<file path="config.mk">
export PLATFORM = sky130hd
export DESIGN_NAME = sorted_unique_table_builder_unit
export DESIGN_NICKNAME = d
export VERILOG_FILES = /design/src/sutb_pkg.sv /design/src/sutb_ctrl.sv /design/src/sutb_datapath.sv /design/src/sorted_unique_table_builder_unit.sv
export VERILOG_INCLUDE_DIRS = /design/src /design/src/src
export SDC_FILE = /design/constraint.sdc
export NUM_CORES = 1
export LEC_CHECK = 0
export BUFFER_PORTS_ARGS = -buffer_cell sky130_fd_sc_hd__buf_2
export CAP_MARGIN = 0
export CORE_UTILIZATION = 61
export CTS_CLUSTER_SIZE = 16
export DETAILED_ROUTE_END_ITERATION = 16
export GPL_ROUTABILITY_DRIVEN = 0
export PLACE_DENSITY_LB_ADDON = 0.25
export SYNTH_ARGS = -nofsm -noshare
export SYNTH_HDL_FRONTEND = slang
export SYNTH_HIERARCHICAL = 1
export SYNTH_SLANG_ARGS = --single-unit
</file>
<file path="constraint.sdc">
create_clock -name clk_i -period 9.7 [get_ports clk_i]
set_clock_uncertainty 0.2 [all_clocks]
set_input_delay 2.91 -clock clk_i [delete_from_list [all_inputs] [get_ports clk_i]]
set_output_delay 2.91 -clock clk_i [all_outputs]
set_load 0.05 [all_outputs]
</file>
<file path="src/assert_macros.svh">
// assertion macros used by the top level rtl file
`ifndef ASSERT_MACROS_SVH
`define ASSERT_MACROS_SVH
`ifndef SYNTHESIS
`define SUTB_ASSERT(lbl, clk, rstn, prop) \
  lbl: assert property (@(posedge clk) disable iff (!rstn) prop) \
    else $error("sutb assertion failed");
`define SUTB_ASSERT_NEXT(lbl, clk, rstn, ante, cons) \
  lbl: assert property (@(posedge clk) disable iff (!rstn) (ante) |=> (cons)) \
    else $error("sutb assertion failed");
`else
`define SUTB_ASSERT(lbl, clk, rstn, prop)
`define SUTB_ASSERT_NEXT(lbl, clk, rstn, ante, cons)
`endif
`endif

</file>
<file path="src/sutb_pkg.sv">
// types shared by the sorted unique table builder modules
`timescale 1ns / 1ps
package sutb_pkg;

  localparam int unsigned InDataBits  = 32;
  localparam int unsigned OutValBits  = 32;
  localparam int unsigned OutCntBits  = 6;
  localparam int unsigned OutDataBits = 40;

  typedef enum logic [2:0] {
    S_LOAD,
    S_SCAN,
    S_DRAIN,
    S_DECIDE,
    S_OUT
  } sutb_state_e;

  typedef enum logic {
    MODE_COUNT,
    MODE_EMIT
  } sutb_mode_e;

  typedef struct packed {
    logic in_ready;
    logic out_valid;
    logic store;
    logic scan_start;
    logic scan_rd;
    logic take_best;
    logic count_inc;
    logic restart;
    logic emit;
    logic next_out;
    logic finish;
  } sutb_cmd_t;

  typedef struct packed {
    logic last_issued;
    logic best_vld;
    logic out_last;
  } sutb_stat_t;

endpackage

</file>
<file path="src/sutb_ctrl.sv">
// controller state machine for the sorted unique table builder
`timescale 1ns / 1ps
module sutb_ctrl (
  input  logic               clk_i,
  input  logic               rst_ni,
  input  logic               in_valid_i,
  input  logic               in_last_i,
  input  logic               out_ready_i,
  input  sutb_pkg::sutb_stat_t stat_i,
  output sutb_pkg::sutb_cmd_t  cmd_o
);

  sutb_pkg::sutb_state_e state_q, state_d;
  sutb_pkg::sutb_mode_e  mode_q, mode_d;

  always_ff @(posedge clk_i or negedge rst_ni) begin
    if (!rst_ni) begin
      state_q <= sutb_pkg::S_LOAD;
      mode_q  <= sutb_pkg::MODE_COUNT;
    end else begin
      state_q <= state_d;
      mode_q  <= mode_d;
    end
  end

  always_comb begin
    state_d = state_q;
    mode_d  = mode_q;
    case (state_q)
      sutb_pkg::S_LOAD: begin
        if (in_valid_i && in_last_i) begin
          state_d = sutb_pkg::S_SCAN;
        end
      end
      sutb_pkg::S_SCAN: begin
        if (stat_i.last_issued) begin
          state_d = sutb_pkg::S_DRAIN;
        end
      end
      sutb_pkg::S_DRAIN: begin
        state_d = sutb_pkg::S_DECIDE;
      end
      sutb_pkg::S_DECIDE: begin
        if (mode_q == sutb_pkg::MODE_COUNT) begin
          state_d = sutb_pkg::S_SCAN;
          if (!stat_i.best_vld) begin
            mode_d = sutb_pkg::MODE_EMIT;
          end
        end else begin
          state_d = sutb_pkg::S_OUT;
        end
      end
      sutb_pkg::S_OUT: begin
        if (out_ready_i) begin
          if (stat_i.out_last) begin
            state_d = sutb_pkg::S_LOAD;
            mode_d  = sutb_pkg::MODE_COUNT;
          end else begin
            state_d = sutb_pkg::S_SCAN;
          end
        end
      end
      default: begin
        state_d = sutb_pkg::S_LOAD;
        mode_d  = sutb_pkg::MODE_COUNT;
      end
    endcase
  end

  always_comb begin
    cmd_o = '0;
    case (state_q)
      sutb_pkg::S_LOAD: begin
        cmd_o.in_ready   = 1'b1;
        cmd_o.store      = in_valid_i;
        cmd_o.scan_start = in_valid_i && in_last_i;
      end
      sutb_pkg::S_SCAN: begin
        cmd_o.scan_rd = 1'b1;
      end
      sutb_pkg::S_DRAIN: begin
        cmd_o = '0;
      end
      sutb_pkg::S_DECIDE: begin
        if (mode_q == sutb_pkg::MODE_COUNT) begin
          cmd_o.scan_start = 1'b1;
          if (stat_i.best_vld) begin
            cmd_o.take_best = 1'b1;
            cmd_o.count_inc = 1'b1;
          end else begin
            cmd_o.restart = 1'b1;
          end
        end else begin
          cmd_o.emit = 1'b1;
        end
      end
      sutb_pkg::S_OUT: begin
        cmd_o.out_valid = 1'b1;
        if (out_ready_i) begin
          if (stat_i.out_last) begin
            cmd_o.finish = 1'b1;
          end else begin
            cmd_o.take_best  = 1'b1;
            cmd_o.next_out   = 1'b1;
            cmd_o.scan_start = 1'b1;
          end
        end
      end
      default: begin
        cmd_o = '0;
      end
    endcase
  end

endmodule

</file>
<file path="src/sutb_datapath.sv">
// value store, minimum search and result registers
`timescale 1ns / 1ps
module sutb_datapath #(
  parameter int unsigned DEPTH      = 32,
  parameter int unsigned VALUE_BITS = 32
) (
  input  logic                                clk_i,
  input  logic                                rst_ni,
  input  sutb_pkg::sutb_cmd_t                 cmd_i,
  input  logic [sutb_pkg::InDataBits-1:0]     freq_khz_i,
  output sutb_pkg::sutb_stat_t                stat_o,
  output logic [sutb_pkg::OutValBits-1:0]     sorted_khz_o,
  output logic [sutb_pkg::OutCntBits-1:0]     distinct_count_o,
  output logic                                overflow_o,
  output logic                                last_out_o
);

  localparam int unsigned AW = $clog2(DEPTH);
  localparam int unsigned CW = $clog2(DEPTH + 1);

  logic [VALUE_BITS-1:0] mem_q [DEPTH];

  logic [CW-1:0]         cnt_q, cnt_d;
  logic                  ovf_q, ovf_d;
  logic [AW-1:0]         rd_idx_q, rd_idx_d;
  logic                  rd_vld_q;
  logic [VALUE_BITS-1:0] rd_data_q;
  logic [VALUE_BITS-1:0] prev_q;
  logic                  have_prev_q, have_prev_d;
  logic [VALUE_BITS-1:0] best_q, best_d;
  logic                  best_vld_q, best_vld_d;
  logic [CW-1:0]         distinct_q, distinct_d;
  logic [CW-1:0]         emit_idx_q, emit_idx_d;
  logic [VALUE_BITS-1:0] out_val_q;
  logic                  out_last_q;

  logic [VALUE_BITS+sutb_pkg::InDataBits-1:0] in_wide;
  logic [VALUE_BITS+sutb_pkg::OutValBits-1:0] out_wide;
  logic [CW+sutb_pkg::OutCntBits-1:0]         cnt_wide;
  logic                                       store_ok;
  logic                                       cand;

  assign in_wide  = {{VALUE_BITS{1'b0}}, freq_khz_i};
  assign store_ok = cnt_q < CW'(DEPTH);

  // candidate: above the last picked value and below the best so far
  assign cand = rd_vld_q && (!have_prev_q || (rd_data_q > prev_q)) &&
                (!best_vld_q || (rd_data_q < best_q));

  always_ff @(posedge clk_i) begin
    if (cmd_i.store && store_ok) begin
      mem_q[cnt_q[AW-1:0]] <= in_wide[VALUE_BITS-1:0];
    end
    if (cmd_i.scan_rd) begin
      rd_data_q <= mem_q[rd_idx_q];
    end
  end

  always_comb begin
    cnt_d       = cnt_q;
    ovf_d       = ovf_q;
    rd_idx_d    = rd_idx_q;
    have_prev_d = have_prev_q;
    best_d      = best_q;
    best_vld_d  = best_vld_q;
    distinct_d  = distinct_q;
    emit_idx_d  = emit_idx_q;
    if (cmd_i.store) begin
      if (store_ok) begin
        cnt_d = cnt_q + CW'(1);
      end else begin
        ovf_d = 1'b1;
      end
    end
    if (cand) begin
      best_d     = rd_data_q;
      best_vld_d = 1'b1;
    end
    if (cmd_i.scan_rd) begin
      rd_idx_d = rd_idx_q + AW'(1);
    end
    if (cmd_i.scan_start) begin
      rd_idx_d   = '0;
      best_vld_d = 1'b0;
    end
    if (cmd_i.take_best) begin
      have_prev_d = 1'b1;
    end
    if (cmd_i.count_inc) begin
      distinct_d = distinct_q + CW'(1);
    end
    if (cmd_i.next_out) begin
      emit_idx_d = emit_idx_q + CW'(1);
    end
    if (cmd_i.restart) begin
      have_prev_d = 1'b0;
      emit_idx_d  = '0;
    end
    if (cmd_i.finish) begin
      cnt_d       = '0;
      ovf_d       = 1'b0;
      have_prev_d = 1'b0;
      distinct_d  = '0;
      emit_idx_d  = '0;
    end
  end

  always_ff @(posedge clk_i or negedge rst_ni) begin
    if (!rst_ni) begin
      cnt_q       <= '0;
      ovf_q       <= 1'b0;
      rd_idx_q    <= '0;
      rd_vld_q    <= 1'b0;
      have_prev_q <= 1'b0;
      best_vld_q  <= 1'b0;
      distinct_q  <= '0;
      emit_idx_q  <= '0;
    end else begin
      cnt_q       <= cnt_d;
      ovf_q       <= ovf_d;
      rd_idx_q    <= rd_idx_d;
      rd_vld_q    <= cmd_i.scan_rd;
      have_prev_q <= have_prev_d;
      best_vld_q  <= best_vld_d;
      distinct_q  <= distinct_d;
      emit_idx_q  <= emit_idx_d;
    end
  end

  always_ff @(posedge clk_i) begin
    best_q <= best_d;
    if (cmd_i.take_best) begin
      prev_q <= best_q;
    end
    if (cmd_i.emit) begin
      out_val_q  <= best_q;
      out_last_q <= (emit_idx_q + CW'(1)) == distinct_q;
    end
  end

  assign stat_o.last_issued = (CW'(rd_idx_q) + CW'(1)) == cnt_q;
  assign stat_o.best_vld    = best_vld_q;
  assign stat_o.out_last    = out_last_q;

  assign out_wide         = {{sutb_pkg::OutValBits{1'b0}}, out_val_q};
  assign cnt_wide         = {{sutb_pkg::OutCntBits{1'b0}}, distinct_q};
  assign sorted_khz_o     = out_wide[sutb_pkg::OutValBits-1:0];
  assign distinct_count_o = cnt_wide[sutb_pkg::OutCntBits-1:0];
  assign overflow_o       = ovf_q;
  assign last_out_o       = out_last_q;

endmodule

</file>
<file path="src/sorted_unique_table_builder_unit.sv">
// top level of the sorted unique table builder
//
//   port group   dir  tdata (low bit up)                          tlast
//   s_axis       in   freq_khz[31:0]                              last_entry
//   m_axis       out  sorted_khz[31:0] distinct_count[37:32]      last_out
//                     overflow[38] zero[39]
//
// each input transfer takes one cycle; s_axis_tready_o is low from a last
// transfer until the final result of that run has been taken
// with d distinct values held, a run makes 2d+1 passes over the store after its
// last transfer: every pass reads the one store port once per entry
// reset clears counters and flags at once; no clearing pass over the store
// results wait in the output register while m_axis_tready_i is low
`timescale 1ns / 1ps
`include "assert_macros.svh"
module sorted_unique_table_builder_unit #(
  parameter int unsigned DEPTH      = 32,
  parameter int unsigned VALUE_BITS = 32
) (
  input  logic                                clk_i,
  input  logic                                rst_ni,
  input  logic                                s_axis_tvalid_i,
  output logic                                s_axis_tready_o,
  input  logic [sutb_pkg::InDataBits-1:0]     s_axis_tdata_i,  // freq_khz
  input  logic                                s_axis_tlast_i,
  output logic                                m_axis_tvalid_o,
  input  logic                                m_axis_tready_i,
  // sorted_khz, distinct_count, overflow, zero pad
  output logic [sutb_pkg::OutDataBits-1:0]    m_axis_tdata_o,
  output logic                                m_axis_tlast_o
);

  sutb_pkg::sutb_cmd_t  cmd;
  sutb_pkg::sutb_stat_t stat;

  logic [sutb_pkg::OutValBits-1:0] sorted_khz;
  logic [sutb_pkg::OutCntBits-1:0] distinct_count;
  logic                            overflow;
  logic                            last_out;

  sutb_ctrl u_ctrl (
    .clk_i       (clk_i),
    .rst_ni      (rst_ni),
    .in_valid_i  (s_axis_tvalid_i),
    .in_last_i   (s_axis_tlast_i),
    .out_ready_i (m_axis_tready_i),
    .stat_i      (stat),
    .cmd_o       (cmd)
  );

  sutb_datapath #(
    .DEPTH      (DEPTH),
    .VALUE_BITS (VALUE_BITS)
  ) u_datapath (
    .clk_i            (clk_i),
    .rst_ni           (rst_ni),
    .cmd_i            (cmd),
    .freq_khz_i       (s_axis_tdata_i),
    .stat_o           (stat),
    .sorted_khz_o     (sorted_khz),
    .distinct_count_o (distinct_count),
    .overflow_o       (overflow),
    .last_out_o       (last_out)
  );

  assign s_axis_tready_o = cmd.in_ready;
  assign m_axis_tvalid_o = cmd.out_valid;
  assign m_axis_tdata_o  = {1'b0, overflow, distinct_count, sorted_khz};
  assign m_axis_tlast_o  = last_out;

  `SUTB_ASSERT(a_no_load_during_emit, clk_i, rst_ni, !(s_axis_tready_o && m_axis_tvalid_o))
  `SUTB_ASSERT_NEXT(a_last_in_stops_load, clk_i, rst_ni, s_axis_tvalid_i && s_axis_tready_o && s_axis_tlast_i, !s_axis_tready_o)
  `SUTB_ASSERT_NEXT(a_last_out_reopens, clk_i, rst_ni, m_axis_tvalid_o && m_axis_tready_i && m_axis_tlast_o, s_axis_tready_o && !m_axis_tvalid_o)

endmodule

</file>
==> impl_results.md, run 1 <==
- Placed cell areas: 0.04776 mm^2
- Peak supply drop: ~0.00020 V
- CTS Hold Bufs: 0
- Outcome: complete, no violations
- Iter 0 DRT Violations: between 3000 and 4000
- Hold_sp: u_datapath/best_q[13]
- Max frequency: between 0.15 and 0.2 GHz
- Crit path cell chain: buf_2 -> and2_1 -> nor2b_1 -> nand2_1 -> nor2_4
- Final HPWL DP: 63.29 mm
- RSZ-0062 raised after global routing: false
- Post-layout minimum cycle time: 5713 ps
- Worst path slowest cell: nor2_4
- GR Overflow Total: 0
- Register clock-pin slew on the reported worst setup and hold paths: approximately 60 ps
- Total Routing Usage GR: 0.2868
- FF-to-FF End: u_datapath/mem_q[15][16]
- Avg WL per Cell: between 30 and 40 um
- Post-synthesis sequential area ratio: 0.7652
- Cell Rows: 100
- Worst skew pair latency: approximately 680 ps
- H-tree lvl count: 3
- Worst Tran Pin Value: ~1300 ps
- Root Buffer: clkbuf_16
- Ys async rst share: 0.02618
- End of the worst hold path: u_datapath/sorted_khz_o[13]
- Routed Antenna Nets: 0
- Startpoint Class: input pin
- Largest cells by area after synthesis: edfxtp_1 (75%), mux4_2 (16%), ha_1 (1.9%)
- Post-CTS setup buffers: 0
- Layout area overhead: 11.25%
- CTS tree: built
- Number of synthesized flops with an enable pin: about 1200
- Post-Syn Instances: 2058
- Syn Std Cell Area: between 0.04 and 0.05 mm^2
- RR Startpoint: u_ctrl/state_q[1]
- Hold WS: about 270 ps
- Vias: 22140
- Inst Count DP: around 3000
- Mapped Nets: roughly 2200
- Initial Util: 0.6193
- Final Cycle Share: 0.5889
- CTS Buf Count: 115
- Syn. warnings: 6
- Vias in the first global route: between 20000 and 25000
- Maxcap violations: 0
- Count of cell types in the netlist: between 60 and 70
- Area of the multi-input gates: 0.01035 mm^2
- Total length of routed wires: between 100 and 150 mm
- IO buf count: between 70 and 80
- Pwr dens: approximately 300 mW/mm^2
- Pleak: 16.48 nW
- PnR Total Power: 0.01518 W
- R2r setup slk: about 5400 ps
- Sink Count: approximately 1200
- Family with the most delay on the worst path: simple AND/OR/NAND/NOR gates
- Max incr delay on CP: between 1000 and 1500 ps
- Critical Path RT: about 10000 ps
- First-pass GRT wire length: between 150 and 200 mm
- Arr. time, crit path: 5790 ps
- CP Capture Type: flop
- Die width: roughly 280 um
- Via density: just under 7
- Hold Crit Depth: 0
- Setup-failing EPs final: 0
- Initial antenna violation count: 11
- Post-route setup TNS: 0 ps
- Final Hold Viols: 0
- Max Slew Vio Count: 0
- Pre-antenna DRT Iters: 6
- Synth Flop Type: edfxtp_1
- Most frequent cells in the layout: edfxtp_1 (1153), mux4_2 (320), clkbuf_16 (116), buf_2 (78), inv_1 (71)
- Buffers & Inverters on Critical Path: 1
- Top-area cell type share of the netlist area: 0.7484
- Non-Filler Instances: roughly 3200
- Total core area: about 0.075 mm^2
- R2r worst-path depth: 5
- Area leader, netlist: edfxtp_1
- Max transition margin: 0.1628
- Worst Hold Class: reg2reg
- Setup CP Type: in2reg
- DIE AREA: a little under 0.08 mm^2
- Layout fillers: 4308
- # DRC: 0
- Largest net degree at the start of global routing: approximately 140
- Worst-case clock buffer depth: 3
- Sequential cell area: around 0.035 mm^2
- Die H: 277.4 um
- Synth Area per Inst: ~22 um^2
- Worst-path fanout max: 33
- Layout cells sized above 1: 0.2918
- CTS resizes: 0
- Most common cell after layout, fill and taps aside: edfxtp_1
- # IOs: 80
- Finished Cell Area: slightly above 0.05 mm^2
- Final #Nets: about 2300
- FF+latch count, synth: ~1200
## layer usage
metal,share of wire,GRT usage
met1,0.39,0.4346
met2,0.46,0.4312
met3,0.12,0.05904
met4,0.030,0.08305
met5,0.00073,0
## worst max path at each step
stage | start | to | slack, ps | depth (start not counted)
finish | s_axis_tvalid_i | u_datapath/mem_q[15][16] | 3990 | 5
global route | s_axis_tvalid_i | u_datapath/mem_q[15][23] | 3850 | 5
CTS | s_axis_tvalid_i | u_datapath/mem_q[15][31] | 4070 | 5
detailed placement | s_axis_tvalid_i | u_datapath/mem_q[15][20] | 3350 | 5
global placement | s_axis_tvalid_i | u_datapath/cnt_q[4] | 3450 | 7
floorplan | u_datapath/rd_data_q[13] | u_datapath/best_q[0] | 2110 | 7
## metrics by stage
| step | utilization | setup WS, ps |
|---|---|---|
| after floorplan | - | 2108 |
| after global placement | 0.6393 | 3448 |
| after detailed placement | 0.6393 | 3348 |
| after CTS | 0.6889 | 4068 |
| after global routing | 0.6889 | 3846 |
| final | 0.6890 | 3987 |
## synthesized netlist by cell type, types with 13 or more instances
cell type  instances
a21oi_1           33
buf_4             24
clkbuf_1          52
dfrtp_1           31
edfxtp_1        1153
ha_1              70
inv_1             71
mux2_2            32
mux4_2           320
nand2_1           34
nand4_1           19
nor2_1            71
o21ai_0           16
xnor2_1           13
xor2_1            15
## state kept, by name, indices dropped and copies added, names as in the netlist
register,cells
u_datapath/mem_q,1024
u_datapath/best_q,32
u_datapath/prev_q,32
u_datapath/rd_data_q,32
u_datapath/sorted_khz_o,32
u_datapath/cnt_q,6
u_datapath/distinct_count_o,6
u_datapath/emit_idx_q,6
u_datapath/rd_idx_q,5
u_ctrl/state_q,3
u_ctrl/mode_q,1
u_datapath/best_vld_q,1
u_datapath/have_prev_q,1
u_datapath/last_out_o,1
u_datapath/overflow_o,1
u_datapath/rd_vld_q,1
## kinds of logic after synthesis
kind of cell,count (synthesis),share of synthesized area
multiplexers,358,0.1649
flip-flops,1184,0.7652
AO/OA/AOI/OAI,76,0.01003
AND/OR/NAND/NOR,175,0.01899
adder cells (fa/ha/maj),70,0.01893
XOR/XNOR,28,0.005301
buffers and inverters,166,0.01661
other,1,0.00008106
## layout make-up
type,instances,share of cell area
well taps,969,0.02356
flip-flops and latches,1184,0.6881
inverters,72,0.005251
diodes,4,0.0001945
multi-input cells,708,0.2012
repair buffers,90,0.009821
clock inverters,77,0.01352
clock buffers,138,0.05839
## power by group
| group | internal (W) | switching [W] | total [W] |
|---|---|---|---|
| clock | 0.00252 | 0.00186 | 0.00438 |
| sequential | 0.00614 | 0.000466 | 0.00661 |
| combinational | 0.00180 | 0.00239 | 0.00419 |
| total | 0.0105 | 0.00472 | 0.0152 |
Note: power is estimated with default switching activity, not from simulation.
==> run 2: changes to the inputs <==
ABC_AREA = 1   (was not set)
CORE_UTILIZATION = 56   (was 61)
clock period = 5.1 ns   (was 9.7 ns; I/O delays follow)
==> impl_results.md, run 2 <==
- Initial antenna violation count: 9 (-2)
- # DRC: 0 (unchanged)
- Worst skew pair latency: 690 ps (about the same)
- Outcome: complete, no violations
- Max frequency: roughly 0.28 GHz
- Worst Tran Pin Value: 1180 ps (-76.17 ps)
- Count of cell types in the netlist: 40 (-34%)
- Mux share of post-synthesis cell area: 0 (-0.1649)
- Synth Flop Type: edfxtp_1
- Synth top cells by count: edfxtp_1 (1153), nor2_1 (666), o21ai_0 (570)
- CTS tree: built
- Ys async rst share: 0.02618 (unchanged)
- Largest register FFs: 1024 (unchanged)
- IO buf count: 78 (unchanged)
- FF+latch count, synth: 1184 (unchanged)
- Initial Util: 0.5650 (-0.05431)
- Max transition margin: 0.2119 (+0.04903)
- Final Hold Viols: 0 (unchanged)
- Final Cycle Share: 0.7049
- DIE AREA: 0.08534 mm^2 (+11%)
- Post-synthesis sequential area ratio: 0.7510 (-0.01418)
- Most common cell after layout, fill and taps aside: edfxtp_1
- Post-synthesis xor/xnor area fraction: 0.002230 (-0.003071)
- Vias in the first global route: 29031 (+34%)
- Hold Crit Depth: 0 (unchanged)
- Worst-case clock buffer depth: 3 (unchanged)
- Max Slew Vio Count: 0 (unchanged)
- Syn Std Cell Area: 0.04714 mm^2 (+1.9%)
- Vias: 29893 (+35%)
- R2r worst-path depth: 11 (+6)
- Top-area cell type share of the netlist area: 0.7345 (-0.01387)
- Pleak: 17.47 nW (+6.0%)
- Startpoint Class: flop
- Iter 0 DRT Violations: 3584 (+9.9%)
- Total Routing Usage GR: 0.2770 (-0.009792)
- Non-Filler Instances: 4697 (+45%)
- Largest family of logic cells by synthesized area: compound AO/OA/AOI/OAI gates
- CP Capture Type: output port
- Die width: 292.1 um (+5.3%)
- H-tree lvl count: 3 (unchanged)
- Final HPWL DP: 69.62 mm (+10%)
- CTS resizes: 0 (unchanged)
- Layout area overhead: 11.39%
- Cell Rows: 106 (+6.0%)
- Setup-failing EPs final: 0 (unchanged)
- Sink Count: 1184 (unchanged)
- Routed Antenna Nets: 0 (unchanged)
- Count leader, synth: edfxtp_1
- # IOs: 80 (unchanged)
- Largest cells by area after synthesis: edfxtp_1 (73%), o21ai_0 (6.1%), nor2_1 (5.3%)
- Root Buffer: clkbuf_16
- Area leader, netlist: edfxtp_1
- Maxcap violations: 0 (unchanged)
- First-pass GRT wire length: 176.6 mm (+14%)
- Worst Hold Class: reg2reg
- Pre-antenna DRT Iters: 6 (unchanged)
- Register clock-pin slew on the reported worst setup and hold paths: 60 ps (about the same)
- Post-synthesis adder-cell area fraction: 0.01858 (-0.0003508)
- Largest net degree at the start of global routing: 138 (+1.5%)
- Die H: 292.1 um (+5.3%)
- Avg WL per Cell: 25.31 um (-24%)
- CTS Buf Count: 114 (-0.87%)
- Syn. warnings: 6 (unchanged)
- Final #Nets: 3634 (+60%)
- Worst-path fanout max: 6 (-82%)
- Mapped Nets: 3585 (+66%)
- GR Overflow Total: 0 (unchanged)
- Inst Count DP: 4491 (+49%)
- Hold WS: 255.8 ps (-19.20 ps)
- Arr. time, crit path: 1870 ps (-3920 ps)
- Compound-cell area share of the yosys netlist: 0.1210 (+0.1109)
- Post-Syn Instances: 3478 (+69%)
- CTS Hold Bufs: 0 (unchanged)
- Layout cells sized above 1: 0.1012 (-0.1905)
- RSZ-0062 raised after global routing: false
- Setup CP Type: reg2out
- Synth Area per Inst: 13.55 um^2 (-40%)
- Simple-gate share of the synthesized area: 0.07483 (+0.05584)
- Peak supply drop: 0.0003437 V (+72%)
- Total length of routed wires: 118.9 mm (+10%)
- Pwr dens: 537.2 mW/mm^2 (+82%)
- Critical Path RT: 3370 ps (-6410 ps)
- Post-layout minimum cycle time: approximately 3600 ps
- Fin util: 0.6294 (-0.05964)
- Post-CTS setup buffers: 0 (unchanged)
- Total core area: 0.08342 mm^2 (+12%)
- Number of synthesized flops with an enable pin: 1153 (unchanged)
- Most frequent cells in the layout: edfxtp_1 (1153), nor2_1 (636), o21ai_0 (570), o221ai_1 (173), clkbuf_16 (116)
- Via density: 6.364 (-6.8%)
## run 2: changes by cell type after synthesis, sizes merged, moves of 51 or more
cell | before | now
nand3 | 6 | 90
nand2 | 34 | 111
o22ai | 0 | 91
nor2 | 72 | 667
inv | 72 | 123
clkbuf | 53 | 135
o21ai | 17 | 600
mux4 | 320 | 0
o221ai | 1 | 173
## run 2: worst paths after layout
check,start,end,slack [ps]
hold reg to reg,u_datapath/rd_data_q[0],u_datapath/best_q[0],260
min in group asynchronous,rst_ni,u_datapath/distinct_count_o[5],730
hold / removal,u_datapath/rd_data_q[0],u_datapath/best_q[0],260
max in group asynchronous,rst_ni,u_datapath/rd_idx_q[1],3410
setup reg to reg,u_datapath/rd_data_q[11],u_datapath/best_q[9],1640
setup / recovery,u_ctrl/state_q[0],m_axis_tvalid_o,1500
## run 2: critical path, cell delays in order, from the launching register on
cell,delay [ps]
dfrtp_1,440
nor2_1,260
nand2_1,140
inv_2,90
buf_2,260
## run 2: where the power goes
group          internal [W]  total [W]  switching (W)
clock               0.00464    0.00812        0.00347
sequential           0.0115     0.0121       0.000512
combinational       0.00218    0.00803        0.00585
## run 2: stage by stage
| step | power, W | setup slack (ps) | cell area, um^2 | TNS (ps) |
|---|---|---|---|---|
| finish | 0.02820 | 1505 | 52510 | 0 |
| CTS | 0.02815 | 1483 | 52500 | 0 |
| detailed placement | 0.02007 | 865.8 | 48910 | 0 |
| global route | 0.02937 | 1379 | 52500 | 0 |
| floorplan | 0.01715 | -26.83 | 47140 | -2575 |
| global placement | 0.01981 | 924.9 | 48910 | 0 |
## run 2: layout make-up
cell class              count  area [um^2]
inverters                 124        481.7
diodes                      2        5.005
multi-input cells        1946        10470
clock inverters            65        598.1
well taps                1080         1351
repair buffers            157         1196
clock buffers             139         2989
fillers                  6024        30920
flip-flops and latches   1184        35410
## run 2: cell families after synthesis
logic type	after synthesis
flops	1184
buf+inv	348
fa+ha+maj	70
simple gates	892
other cells	1
xor+xnor	12
compound gates	971
## run 2: per-layer routing
metal	part of all wire	wire length [um]	GRT usage	vias up
li1	-	-	-	13138
met1	0.39	46670	0.3808	14970
met2	0.48	57640	0.4517	1574
met3	0.095	11250	0.04864	209
met4	0.028	3315	0.09076	2
met5	0.00010	12	0	-
